===== src/hw/rtl/dcfp_pkg.sv =====
// ----------------------------------------------------------------------------
// dcfp_pkg: shared definitions for the delimited command frame parser
// sizes, register codes, command strings, controller state and the
// command/status structs that join controller and datapath
// ----------------------------------------------------------------------------
package dcfp_pkg;

   localparam int FRAME_BYTES = 50;
   localparam int IDX_W       = $clog2(FRAME_BYTES);
   localparam int CNT_W       = $clog2(FRAME_BYTES + 1);
   localparam int BYTE_W      = 8;
   localparam int LAMP_W      = 2;
   localparam int CSR_IDX_W   = 1;
   localparam int CSR_DATA_W  = 8;

   localparam logic [CSR_IDX_W-1:0] CSR_START_CHAR = 1'd0;
   localparam logic [CSR_IDX_W-1:0] CSR_END_CHAR   = 1'd1;

   localparam logic [BYTE_W-1:0] START_CHAR_RESET = 8'h23;
   localparam logic [BYTE_W-1:0] END_CHAR_RESET   = 8'h2a;

   localparam logic [LAMP_W-1:0] LAMP_ON    = 2'd0;
   localparam logic [LAMP_W-1:0] LAMP_OFF   = 2'd1;
   localparam logic [LAMP_W-1:0] LAMP_UNSET = 2'd2;

   localparam int ON_LEN  = 9;
   localparam int OFF_LEN = 10;
   localparam int WIN_LEN = 10;

   // lamp on command text
   localparam logic [BYTE_W-1:0] CMD_ON [ON_LEN] = '{
      8'h64, 8'h65, 8'h6e, 8'h67, 8'h5f, 8'h6f, 8'h70, 8'h65, 8'h6e
   };
   // lamp off command text
   localparam logic [BYTE_W-1:0] CMD_OFF [OFF_LEN] = '{
      8'h64, 8'h65, 8'h6e, 8'h67, 8'h5f, 8'h63, 8'h6c, 8'h6f, 8'h73, 8'h65
   };

   typedef enum logic [1:0] {
      ST_IDLE,
      ST_SCAN,
      ST_EMIT
   } state_type;

   typedef struct packed {
      logic take;      // input transaction accepted this cycle
      logic scan_en;   // walk the store for length and commands
      logic finish;    // scan complete: update lamp, set up echo
      logic emit_en;   // walk the store and echo bytes
   } ctl_cmd_type;

   typedef struct packed {
      logic frame_end; // current input byte closes a frame
      logic scan_done;
      logic emit_last; // final result loads this cycle
   } dp_sts_type;

endpackage


===== src/hw/rtl/dcfp_if.sv =====
// ----------------------------------------------------------------------------
// dcfp_if: valid/ready channels of the frame parser
// request carries one received byte, response carries one echo result
// ----------------------------------------------------------------------------
interface dcfp_req_if;
   logic                          valid;
   logic                          ready;
   logic [dcfp_pkg::BYTE_W-1:0]   rx_byte;

   modport source (output valid, output rx_byte, input ready);
   modport sink   (input valid, input rx_byte, output ready);
endinterface

interface dcfp_rsp_if;
   logic                          valid;
   logic                          ready;
   logic [dcfp_pkg::BYTE_W-1:0]   echo_byte;
   logic                          byte_valid;
   logic                          last;
   logic [dcfp_pkg::LAMP_W-1:0]   lamp_command;

   modport source (output valid, output echo_byte, output byte_valid, output last,
                   output lamp_command, input ready);
   modport sink   (input valid, input echo_byte, input byte_valid, input last,
                   input lamp_command, output ready);
endinterface


===== src/hw/rtl/delimited_command_frame_parser.sv =====
// ----------------------------------------------------------------------------
// delimited_command_frame_parser: framed command receiver
// frames received bytes between start and end characters, echoes the
// payload at frame end and tracks the lamp command found in it
// ----------------------------------------------------------------------------
//
//   channel   direction  handshake      payload
//   req_bus   in         valid/ready    rx_byte
//   rsp_bus   out        valid/ready    echo_byte, byte_valid, last, lamp_command
//   csr_*     in         write enable   csr_index, csr_wdata
//
// a byte that does not close a frame is taken in idle and keeps the input open
// a closing byte starts a store scan (one store read port, one byte a cycle)
// and then the echo of the payload, the input stays blocked through both
// the next byte is taken while the final result still waits in the output reg
// a stalled response holds the echo phase, request ready stays low meanwhile
// reset is synchronous; the store needs no clearing pass, the byte count
// marks which entries are live
//
module delimited_command_frame_parser (
   input  logic                             clock,
   input  logic                             reset,
   dcfp_req_if.sink                         req_bus,
   dcfp_rsp_if.source                       rsp_bus,
   input  logic                             csr_we,
   input  logic [dcfp_pkg::CSR_IDX_W-1:0]   csr_index,
   input  logic [dcfp_pkg::CSR_DATA_W-1:0]  csr_wdata
);

   // controller to datapath commands and status back
   dcfp_pkg::ctl_cmd_type cmd;
   dcfp_pkg::dp_sts_type  sts;
   logic                  ctl_ready;

   // sequencer: idle accepts bytes, scan and echo phases block input
   dcfp_ctl u_ctl (
      .clock     (clock),
      .reset     (reset),
      .req_valid (req_bus.valid),
      .req_ready (ctl_ready),
      .sts       (sts),
      .cmd       (cmd)
   );

   assign req_bus.ready = ctl_ready;

   // byte count, payload store, search window and output register
   dcfp_datapath u_datapath (
      .clock     (clock),
      .reset     (reset),
      .csr_we    (csr_we),
      .csr_index (csr_index),
      .csr_wdata (csr_wdata),
      .rx_byte   (req_bus.rx_byte),
      .cmd       (cmd),
      .sts       (sts),
      .rsp       (rsp_bus)
   );

endmodule


===== src/hw/rtl/dcfp_ctl.sv =====
// ----------------------------------------------------------------------------
// dcfp_ctl: frame parser controller
// sequences idle, store scan and echo phases
// ----------------------------------------------------------------------------
module dcfp_ctl (
   input  logic                  clock,
   input  logic                  reset,
   input  logic                  req_valid,
   output logic                  req_ready,
   input  dcfp_pkg::dp_sts_type  sts,
   output dcfp_pkg::ctl_cmd_type cmd
);

   dcfp_pkg::state_type state_ff;
   dcfp_pkg::state_type state_in;

   always_ff @(posedge clock) begin
      if (reset) begin
         state_ff <= dcfp_pkg::ST_IDLE;
      end else begin
         state_ff <= state_in;
      end
   end

   always_comb begin
      state_in  = state_ff;
      req_ready = 1'b0;
      cmd       = '0;
      case (state_ff)
         dcfp_pkg::ST_IDLE: begin
            req_ready = 1'b1;
            cmd.take  = req_valid;
            if (req_valid && sts.frame_end) begin
               state_in = dcfp_pkg::ST_SCAN;
            end
         end
         dcfp_pkg::ST_SCAN: begin
            cmd.scan_en = 1'b1;
            if (sts.scan_done) begin
               cmd.finish = 1'b1;
               state_in   = dcfp_pkg::ST_EMIT;
            end
         end
         dcfp_pkg::ST_EMIT: begin
            cmd.emit_en = 1'b1;
            if (sts.emit_last) begin
               state_in = dcfp_pkg::ST_IDLE;
            end
         end
         default: begin
            state_in = dcfp_pkg::ST_IDLE;
         end
      endcase
   end

endmodule


===== src/hw/rtl/dcfp_datapath.sv =====
// ----------------------------------------------------------------------------
// dcfp_datapath: frame parser datapath
// config registers, byte count, payload memory, command search window
// and the result output register
// ----------------------------------------------------------------------------
module dcfp_datapath (
   input  logic                              clock,
   input  logic                              reset,
   input  logic                              csr_we,
   input  logic [dcfp_pkg::CSR_IDX_W-1:0]    csr_index,
   input  logic [dcfp_pkg::CSR_DATA_W-1:0]   csr_wdata,
   input  logic [dcfp_pkg::BYTE_W-1:0]       rx_byte,
   input  dcfp_pkg::ctl_cmd_type             cmd,
   output dcfp_pkg::dp_sts_type              sts,
   dcfp_rsp_if.source                        rsp
);

   localparam int IW = dcfp_pkg::IDX_W;
   localparam int CW = dcfp_pkg::CNT_W;
   localparam int BW = dcfp_pkg::BYTE_W;
   localparam int LW = dcfp_pkg::LAMP_W;
   localparam int WL = dcfp_pkg::WIN_LEN;

   logic [BW-1:0] start_ff, start_in, end_ff, end_in;
   logic [CW-1:0] count_ff, count_in;
   logic          armed_ff, armed_in;
   logic [LW-1:0] lamp_ff, lamp_in;
   logic [IW-1:0] fill_ff, fill_in;
   logic [IW-1:0] ptr_ff, ptr_in;
   logic [IW-1:0] len_ff, len_in;
   logic [IW-1:0] eidx_ff, eidx_in;
   logic          rv_ff, rv_in;
   logic          stop_ff, stop_in;
   logic          on_ff, on_in, off_ff, off_in;
   logic [BW-1:0] win_ff [WL];
   logic [BW-1:0] win_in [WL];
   logic [BW-1:0] win_shift [WL];

   logic          out_valid_ff, out_valid_in;
   logic [BW-1:0] echo_ff, echo_in;
   logic          bval_ff, bval_in;
   logic          last_ff, last_in;
   logic [LW-1:0] olamp_ff, olamp_in;

   logic [BW-1:0] mem [dcfp_pkg::FRAME_BYTES];
   logic [BW-1:0] rd_data_ff;

   logic          over, is_start, is_end, pass;
   logic          store_wr;
   logic [CW-1:0] cnt_m1;
   logic          match_on, match_off;
   logic          scan_issue, emit_issue, rd_issue;
   logic          out_free, empty, load_empty, load_byte;

   // frame step decode
   always_comb begin
      over     = (count_ff >= CW'(dcfp_pkg::FRAME_BYTES));
      is_start = (rx_byte == start_ff);
      is_end   = (rx_byte == end_ff);
      pass     = !over && (armed_ff || is_start);
      cnt_m1   = count_ff - CW'(1);
      store_wr = cmd.take && pass && !is_end && (count_ff != '0);
   end

   // command search on the window including the byte now being scanned
   always_comb begin
      win_shift[0] = rd_data_ff;
      for (int j = 1; j < WL; j++) begin
         win_shift[j] = win_ff[j-1];
      end
      match_on = 1'b1;
      for (int j = 0; j < dcfp_pkg::ON_LEN; j++) begin
         if (win_shift[j] != dcfp_pkg::CMD_ON[dcfp_pkg::ON_LEN-1-j]) begin
            match_on = 1'b0;
         end
      end
      match_off = 1'b1;
      for (int j = 0; j < dcfp_pkg::OFF_LEN; j++) begin
         if (win_shift[j] != dcfp_pkg::CMD_OFF[dcfp_pkg::OFF_LEN-1-j]) begin
            match_off = 1'b0;
         end
      end
   end

   always_comb begin
      out_free   = !out_valid_ff || rsp.ready;
      empty      = (len_ff == '0);
      load_empty = cmd.emit_en && empty && out_free;
      load_byte  = cmd.emit_en && !empty && rv_ff && out_free;
      scan_issue = cmd.scan_en && (ptr_ff < fill_ff);
      emit_issue = cmd.emit_en && !empty && (ptr_ff < len_ff) && (!rv_ff || load_byte);
      rd_issue   = scan_issue || emit_issue;

      sts.frame_end = pass && is_end;
      sts.scan_done = (ptr_ff == fill_ff) && !rv_ff;
      sts.emit_last = load_empty || (load_byte && (eidx_ff == len_ff - IW'(1)));
   end

   always_comb begin
      start_in     = start_ff;
      end_in       = end_ff;
      count_in     = count_ff;
      armed_in     = armed_ff;
      lamp_in      = lamp_ff;
      fill_in      = fill_ff;
      ptr_in       = ptr_ff;
      len_in       = len_ff;
      eidx_in      = eidx_ff;
      rv_in        = rv_ff;
      stop_in      = stop_ff;
      on_in        = on_ff;
      off_in       = off_ff;
      win_in       = win_ff;
      out_valid_in = out_valid_ff;
      echo_in      = echo_ff;
      bval_in      = bval_ff;
      last_in      = last_ff;
      olamp_in     = olamp_ff;

      if (csr_we) begin
         case (csr_index)
            dcfp_pkg::CSR_START_CHAR: start_in = csr_wdata[BW-1:0];
            dcfp_pkg::CSR_END_CHAR:   end_in   = csr_wdata[BW-1:0];
            default: ;
         endcase
      end

      // one received byte
      if (cmd.take) begin
         if (over) begin
            count_in = '0;
         end else if (pass) begin
            if (count_ff == '0) begin
               armed_in = is_start;
            end
            if (is_end) begin
               fill_in  = (count_ff == '0) ? '0 : cnt_m1[IW-1:0];
               count_in = '0;
               armed_in = 1'b0;
               ptr_in   = '0;
               rv_in    = 1'b0;
               stop_in  = 1'b0;
               len_in   = '0;
               on_in    = 1'b0;
               off_in   = 1'b0;
               for (int j = 0; j < WL; j++) begin
                  win_in[j] = '0;
               end
            end else begin
               count_in = count_ff + CW'(1);
            end
         end
      end

      // scan: length up to first zero, command search
      if (cmd.scan_en) begin
         rv_in = scan_issue;
         if (scan_issue) begin
            ptr_in = ptr_ff + IW'(1);
         end
         if (rv_ff && !stop_ff) begin
            if (rd_data_ff == '0) begin
               stop_in = 1'b1;
            end else begin
               win_in = win_shift;
               len_in = len_ff + IW'(1);
               on_in  = on_ff || match_on;
               off_in = off_ff || match_off;
            end
         end
      end

      if (cmd.finish) begin
         if (on_ff) begin
            lamp_in = dcfp_pkg::LAMP_ON;
         end else if (off_ff) begin
            lamp_in = dcfp_pkg::LAMP_OFF;
         end
         ptr_in  = '0;
         rv_in   = 1'b0;
         eidx_in = '0;
      end

      // echo: prefetched byte waits in rd_data_ff for the output register
      if (rsp.ready) begin
         out_valid_in = 1'b0;
      end
      if (load_empty) begin
         out_valid_in = 1'b1;
         echo_in      = '0;
         bval_in      = 1'b0;
         last_in      = 1'b1;
         olamp_in     = lamp_ff;
      end
      if (load_byte) begin
         out_valid_in = 1'b1;
         echo_in      = rd_data_ff;
         bval_in      = 1'b1;
         last_in      = (eidx_ff == len_ff - IW'(1));
         olamp_in     = lamp_ff;
         eidx_in      = eidx_ff + IW'(1);
      end
      if (cmd.emit_en) begin
         if (emit_issue) begin
            rv_in  = 1'b1;
            ptr_in = ptr_ff + IW'(1);
         end else if (load_byte) begin
            rv_in = 1'b0;
         end
      end
   end

   always_ff @(posedge clock) begin
      if (reset) begin
         start_ff     <= dcfp_pkg::START_CHAR_RESET;
         end_ff       <= dcfp_pkg::END_CHAR_RESET;
         count_ff     <= '0;
         armed_ff     <= 1'b0;
         lamp_ff      <= dcfp_pkg::LAMP_UNSET;
         rv_ff        <= 1'b0;
         out_valid_ff <= 1'b0;
      end else begin
         start_ff     <= start_in;
         end_ff       <= end_in;
         count_ff     <= count_in;
         armed_ff     <= armed_in;
         lamp_ff      <= lamp_in;
         rv_ff        <= rv_in;
         out_valid_ff <= out_valid_in;
      end
   end

   always_ff @(posedge clock) begin
      fill_ff  <= fill_in;
      ptr_ff   <= ptr_in;
      len_ff   <= len_in;
      eidx_ff  <= eidx_in;
      stop_ff  <= stop_in;
      on_ff    <= on_in;
      off_ff   <= off_in;
      win_ff   <= win_in;
      echo_ff  <= echo_in;
      bval_ff  <= bval_in;
      last_ff  <= last_in;
      olamp_ff <= olamp_in;
   end

   // payload store, entries past the fill count are never read
   always_ff @(posedge clock) begin
      if (store_wr) begin
         mem[cnt_m1[IW-1:0]] <= rx_byte;
      end
      if (rd_issue) begin
         rd_data_ff <= mem[ptr_ff];
      end
   end

   assign rsp.valid        = out_valid_ff;
   assign rsp.echo_byte    = echo_ff;
   assign rsp.byte_valid   = bval_ff;
   assign rsp.last         = last_ff;
   assign rsp.lamp_command = olamp_ff;

endmodule


===== src/flat_wrapper.sv =====
// flat-port wrapper written by rule: the top's interface ports become plain ports
module delimited_command_frame_parser_flat 
  (clock, reset, csr_we, csr_index, csr_wdata, req_bus_valid, req_bus_rx_byte, req_bus_ready, rsp_bus_valid, rsp_bus_echo_byte, rsp_bus_byte_valid, rsp_bus_last, rsp_bus_lamp_command, rsp_bus_ready);
  dcfp_req_if req_bus_i ();
  dcfp_rsp_if rsp_bus_i ();
  input  logic clock;
  input  logic reset;
  input  logic csr_we;
  input  logic [dcfp_pkg::CSR_IDX_W-1:0] csr_index;
  input  logic [dcfp_pkg::CSR_DATA_W-1:0] csr_wdata;
  input wire logic [$bits(req_bus_i.valid)-1:0] req_bus_valid;
  input wire logic [$bits(req_bus_i.rx_byte)-1:0] req_bus_rx_byte;
  output wire logic [$bits(req_bus_i.ready)-1:0] req_bus_ready;
  output wire logic [$bits(rsp_bus_i.valid)-1:0] rsp_bus_valid;
  output wire logic [$bits(rsp_bus_i.echo_byte)-1:0] rsp_bus_echo_byte;
  output wire logic [$bits(rsp_bus_i.byte_valid)-1:0] rsp_bus_byte_valid;
  output wire logic [$bits(rsp_bus_i.last)-1:0] rsp_bus_last;
  output wire logic [$bits(rsp_bus_i.lamp_command)-1:0] rsp_bus_lamp_command;
  input wire logic [$bits(rsp_bus_i.ready)-1:0] rsp_bus_ready;
  assign req_bus_i.valid = req_bus_valid;
  assign req_bus_i.rx_byte = req_bus_rx_byte;
  assign req_bus_ready = req_bus_i.ready;
  assign rsp_bus_valid = rsp_bus_i.valid;
  assign rsp_bus_echo_byte = rsp_bus_i.echo_byte;
  assign rsp_bus_byte_valid = rsp_bus_i.byte_valid;
  assign rsp_bus_last = rsp_bus_i.last;
  assign rsp_bus_lamp_command = rsp_bus_i.lamp_command;
  assign rsp_bus_i.ready = rsp_bus_ready;
  delimited_command_frame_parser u_core (.clock(clock), .reset(reset), .req_bus(req_bus_i), .rsp_bus(rsp_bus_i), .csr_we(csr_we), .csr_index(csr_index), .csr_wdata(csr_wdata));
endmodule

===== config.mk =====
export PLATFORM = sky130hd
export DESIGN_NAME = delimited_command_frame_parser_flat
export DESIGN_NICKNAME = d
export VERILOG_FILES = /design/src/hw/rtl/dcfp_pkg.sv /design/src/hw/rtl/dcfp_if.sv /design/src/hw/rtl/delimited_command_frame_parser.sv /design/src/hw/rtl/dcfp_ctl.sv /design/src/hw/rtl/dcfp_datapath.sv /design/src/flat_wrapper.sv
export SDC_FILE = /design/constraint.sdc
export NUM_CORES = 1
export LEC_CHECK = 0
export BUFFER_PORTS_ARGS = -buffer_cell sky130_fd_sc_hd__buf_4
export CAP_MARGIN = 15
export CORE_ASPECT_RATIO = 0.5
export CORE_MARGIN = 2
export CORE_UTILIZATION = 30
export CTS_CLUSTER_SIZE = 12
export DETAILED_ROUTE_END_ITERATION = 8
export SLEW_MARGIN = 20
export SYNTH_ARGS = -nofsm -noshare
export SYNTH_HDL_FRONTEND = slang
export SYNTH_SLANG_ARGS = --single-unit

===== constraint.sdc =====
create_clock -name clock -period 4.5 [get_ports clock]
set_input_delay 0.675 -clock clock [delete_from_list [all_inputs] [get_ports clock]]
set_output_delay 0.675 -clock clock [all_outputs]
set_load 0.01 [all_outputs]

# Yosys cells after proc, flatten, opt, wreduce, memory -nomap -nowiden
# Memories as Yosys holds them, arrays and structs flattened. A register that Yosys moved wholly into a read port is not among the register bits.
# Cells that the tools add are included.
[classes]
n_reduce_logical = 48
eq_ne = 28
order_cmp = 3
n_addsub = 6
n_mux = 101
bitwise_logic = 2
[op_table]
columns = ["cell", "n"]
rows = [
  ["80-bit 2-to-1 mux", 7],
  ["8-bit by 7-bit inequality test with 1-bit output, second input constant", 19],
  ["6-bit 2-to-1 mux", 21],
  ["1-bit 2-to-1 mux", 62],
  ["6-bit by 1-bit adder with 6-bit output, second input constant", 4],
  ["1-bit logical AND", 17],
  ["8-bit equality test", 2],
  ["2-bit 2-to-1 mux", 8],
  ["8-bit 2-to-1 mux", 2],
  ["6-bit equality test", 2],
  ["6-bit logical NOT", 2],
  ["6-bit less-than comparator", 2],
  ["6-bit by 1-bit subtractor with 6-bit output, second input constant", 2],
  ["2-bit nonzero test", 5],
  ["8-bit logical NOT", 1],
  ["2-bit AND reduction", 4],
  ["4-bit AND reduction", 2],
  ["1-bit logical OR", 7],
  ["6-bit greater-or-equal comparator, second input constant", 1],
  ["1-bit logical NOT", 6],
  ["2-bit case mux with 3 select lines", 1],
  ["6-bit nonzero test", 1],
  ["2-bit by 1-bit inequality test with 1-bit output, second input constant", 2],
  ["3-bit AND reduction", 1],
  ["other kinds (6)", 7],
]
[totals]
output_inout_bits = 14
word_cells = 218
ff_bits = 148
ram_bits = 400
mem_count = 1
in_bits = 22
[memory_table]
columns = ["name", "words", "word_bits", "rd", "rd_ports_with_merged_regs", "write_ports", "line_no", "rtl"]
rows = [
  ["u_core.u_datapath.mem", 50, 8, 1, 1, 1, "dcfp_datapath.sv:45", "logic [BW-1:0] mem [dcfp_pkg::FRAME_BYTES];"],
]

# Depth between registers and ports, before layout
[depth]
ltp_word = 15
ltp_mapped = 13
depth_no_buf = 8

# Hierarchy
# A second synthesis with hierarchy kept.
[unflattened]
hier_cells = 1506
hier_area_um2 = 22197.5
[by_module_without_submodules]
columns = ["module", "area_each_um2", "cells_each", "seq_area_each_um2", "n_inst"]
rows = [
  ["dcfp_datapath", 22078.7, 1492, 15244.6, 1],
  ["dcfp_ctl", 118.9, 14, 40.0, 1],
]

# Least setup slack after synthesis
# Ideal clock, no wire load.
[synth_timing]
kind = "reg-to-reg"
startpoint = "register u_core.u_datapath.ptr_ff[0]"
endpoint = "register u_core.u_datapath.eidx_ff[0], enable pin"
n_path_buf = 5
required_time_ns = 4.177
setup_ns = 0.323
path_slack_ns = 1.343
path_stages_with_launch = 12
period_less_slack_ns = 3.157
arrival_time_ns = 2.834
path_cell_list = "dfxtp_1 > buf_6 > buf_4 > buf_2 > buf_2 > inv_1 > ha_1 > nand2_1 > or4b_2 > or2_2 > clkbuf_1 > nand2_1"
[synth_between]
elab_chain_len = 5
[synth_rtl]
columns = ["element", "line_no", "rtl"]
rows = [
  ["start: declaration", "dcfp_datapath.sv:29", "logic [IW-1:0] ptr_ff, ptr_in;"],
  ["start signal: assignment", "dcfp_datapath.sv:235", "ptr_ff <= ptr_in;"],
  ["6-bit equality test", "dcfp_datapath.sv:95", "sts.scan_done = (ptr_ff == fill_ff) && !rv_ff;"],
  ["1-bit logical AND", "dcfp_datapath.sv:95", ""],
  ["1-bit 2-to-1 mux", "dcfp_ctl.sv:39", "if (sts.scan_done) begin"],
  ["2-bit 2-to-1 mux", "dcfp_ctl.sv:29", "case (state_ff)"],
  ["2-bit nonzero test (no source line)", "-", ""],
  ["end signal: assignment", "dcfp_datapath.sv:237", "eidx_ff <= eidx_in;"],
  ["end: declaration", "dcfp_datapath.sv:31", "logic [IW-1:0] eidx_ff, eidx_in;"],
]
# Every way passes these cells.
# A chain may end at the register's enable or synchronous reset.

# Final worst setup path
[layout_timing]
startpoint = "register u_core.u_datapath.count_ff[0]"
endpoint = "memory u_core.u_datapath.mem[40][3] in the netlist's numbering, enable pin"
[layout_between]
word_cells_on_any_way = 10
cone_classes = "1 x add/sub; 1 x order compare; 2 x mux; 6 x reduce/logical"
[layout_lines]
columns = ["element", "line_no", "rtl"]
rows = [
  ["start: declaration", "dcfp_datapath.sv:25", "logic [CW-1:0] count_ff, count_in;"],
  ["start signal: assignment", "dcfp_datapath.sv:225", "count_ff <= count_in;"],
  ["6-bit by 1-bit subtractor with 6-bit output", "dcfp_datapath.sv:61", "cnt_m1 = count_ff - CW'(1);"],
  ["via u_core.u_datapath.cnt_m1[0]", "dcfp_datapath.sv:50", "logic [CW-1:0] cnt_m1;"],
  ["end: declaration", "dcfp_datapath.sv:45", ""],
]
# The timed path passes the listed nets, and every way through them passes these cells.

==> flow_summary_export.csv <==
group,metric,value,unit
cts,cts_resized,0,
cts,cts_hold_buf,0,
logic_synthesis,synth_top_area_frac,0.585,
hold_path,hold_class,"input pin to flop",
grt,grt_max_degree,51,
critical_path,end_kind,"flop",
logic_synthesis,ys_async_sr_fraction,0,
drt,drtIter0Drc,1138,
critical_path,path_class,"flop to flop",
grt,grt_pass1_wl,79.0,mm
power_and_ir_drop,leakage,8.64,nW
cts,htreeDepth,2,
grt,grt_pass1_vias,12279,
critical_path,critPathMaxFanout,13,
floorplan,core-area,73000,sq um
drt,drc,0,
critical_path,cp_slowest_cell,"nor2_1",
sta,slew_viol_final,0,
cts,clk_pin_slew,60,ps
layout,fillCellCount,6945,
logic_synthesis,synth-edff-count,431,
layout,final_layout_size_suffix_gt1_frac,0.188,
layout,insertedDiodeCount,0,
sta,final-setup-viol-count,0,
power_and_ir_drop,vdd_drop_max,0.000316,V
floorplan,die-area,76000,sq um
drt,top_layer,"met4",
layout,final_nets,1623,
grt,overflow,0,
placement,place_inst,2496,
logic_synthesis,netlist_area,22100,sq um
sta,tightest_slew,878,ps
placement,portBuffers,35,
drt,routed_wl,52.6,mm
cts,worstSkewPairLatency,620,ps
grt,antenna_found_initial,0,
sta,relSlewSlack,0.413,
critical_path,worstPathRequired,4720,ps
critical_path,cp_cell_sequence,"inv_1 > ha_1 > nor4_1 > or2_1 > and2_1 > nand4_1 > buf_4 > nor2_1",
floorplan,num_rows,70,
cts,cts_sinks,548,
sta,post-route-period-util,0.694,
logic_synthesis,yosysWarnings,0,
drt,met3_length,3.33,mm
floorplan,die_h,196,um
logic_synthesis,netlist_top_cells_count,"edfxtp_1, nand2_1, dfxtp_1, nor2_1, o21ai_0",
flow_run,cap_violations,0,
drt,met2_length,24.3,mm
drt,ant_nets,0,
sta,min_period,3120,ps
cts,post_cts_buffers,0,
sta,fmax,0.320,GHz
drt,wl_met1,24.0,mm
cts,cts_root_buf,"clkbuf_16",
critical_path,r2r_cells,8,
logic_synthesis,synth_top_area_cell,"edfxtp_1",
cts,clockBufferDepth,3,
sta,finalHoldViolations,0,
floorplan,num_io_pins,36,
placement,hpwl,33.5,mm
logic_synthesis,ys_types,61,
cts,cts_tree,"built",
drt,num_vias,12744,
sta,finalClockSkew,46.8,ps
drt,wl_per_cell,20.3,um
sta,tns,0,ps
floorplan,start_util,0.303,
power_and_ir_drop,power_density,420,nW/um^2
sta,grt_setup_unrepaired,"false",
critical_path,cpPeakStageDelay,520,ps
logic_synthesis,synth_area_leaders,"edfxtp_1, dfxtp_1, mux4_2, nand2_1, o21ai_0",
drt,dr.pass1.iters,5,
hold_path,min_path_cells,3,
layout,final-instance-count-excl-fill,2591,
logic_synthesis,yosysSeqAreaShare,0.691,
layout,area_growth,15.4,%
power_and_ir_drop,finalPower,10.7,mW
logic_synthesis,synth_flop_cell,"edfxtp_1",
logic_synthesis,synthMostInstantiatedCell,"edfxtp_1",
logic_synthesis,postSynthAreaPerCell,14.8,sq um
drt,viasPerCell,4.92,
critical_path,crit_path_start_kind,"flop",
logic_synthesis,syn_inst,1493,
placement,place.gp.congestion,0.841,
logic_synthesis,ys_seq_elements,548,
critical_path,crit_arrival,3350,ps
floorplan,die_w,388,um
grt,grt_util_all_layers,0.137,
cts,cts_inserted_buffers,55,
outcome,status,"finished, final reports clean",
-- stage by stage --
step	instance area, sq um	hold WS (ps)	utilization	setup WS, ps
floorplan	22100	409	-	1340
global placement	23800	422	0.326	1320
detailed placement	23800	444	0.326	1300
CTS	25500	245	0.349	1370
global route	25500	278	0.349	1010
finish	25500	269	0.349	1380
-- kinds of logic (layout without fill, tap and decap cells) --
logic type / after synthesis / in the layout / synth area share
flops: 548 / 548 / 0.691
simple gates: 442 / 442 / 0.0958
compound gates: 207 / 207 / 0.0565
mux: 133 / 133 / 0.110
buf+inv: 108 / 227 / 0.0222
xor+xnor: 34 / 34 / 0.0135
fa+ha+maj: 20 / 20 / 0.0113
other cells: 1 / 8 / 0.000170
-- registers in the layout, summed over array words and instances (netlist names), 2 cells and up --
signal                              flops
u_core.u_datapath.win_ff               72
u_core.u_datapath.end_ff                8
u_core.u_datapath.ptr_ff                6
u_core.u_datapath.count_ff              6
u_core.u_datapath.start_ff              8
u_core.u_datapath.rsp.lamp_command      2
u_core.u_datapath.rsp.echo_byte         8
u_core.u_datapath.lamp_ff               2
u_core.u_datapath.mem                 400
u_core.u_datapath.rd_data_ff            8
u_core.u_datapath.fill_ff               6
u_core.u_datapath.len_ff                6
u_core.u_ctl.state_ff                   2
u_core.u_datapath.eidx_ff               6
-- placed cells by master (no fill, tap or decap), types with 20 or more instances in the layout --
master     count
clkbuf_1      23
xnor2_1       26
dfxtp_1      114
inv_1         21
mux2_2        23
o21ai_0       87
o22ai_1       40
nand2_1      185
mux4_2        85
edfxtp_1     431
buf_4        107
ha_1          20
mux2i_1       25
clkbuf_16     55
a21oi_1       30
nand3_1       30
nor2_1        94
-- critical path, delay by kind of cell (launching register included) --
| family | cells | cell delay, ps |
|---|---|---|
| simple gates | 5 | 1610 |
| buf+inv | 2 | 390 |
| fa+ha+maj | 1 | 220 |
| flops | 1 | 500 |
-- metal layers --
metal	GRT usage	up-vias
met5	0	-
met4	0.0378	0
met3	0.0271	66
met2	0.215	383
met1	0.193	6426
li1	-	5869
-- cell type report --
class                   count  area (sq um)  area share
inverters                  22          82.6     0.00324
repair buffers            110           863      0.0338
clock buffers              82          1520      0.0595
well taps                 972          1220      0.0477
flip-flops and latches    548         15300       0.599
multi-input cells         844          6380       0.250
clock inverters            13           166     0.00652
-- power by group --
group	total [mW]	leakage, nW	switching (mW)	internal [mW]
clock network	4.33	0.815	1.88	2.45
logic	0.833	3.02	0.474	0.359
registers	5.55	4.81	0.0699	5.48
total	10.7	8.64	2.43	8.29
-- path summary, 6_finish.rpt --
kind / startpoint / to / slack (ps)
worst max-delay path: u_core.u_datapath.count_ff[0] / u_core.u_datapath.mem[40][3] / 1380
worst min-delay path: csr_wdata[1] / u_core.u_datapath.end_ff[1] / 270
worst max register to register: u_core.u_datapath.count_ff[0] / u_core.u_datapath.mem[40][3] / 1380
worst min register to register: u_core.u_datapath.armed_ff / u_core.u_datapath.armed_ff / 450
Power figures use the tool's default switching activity.
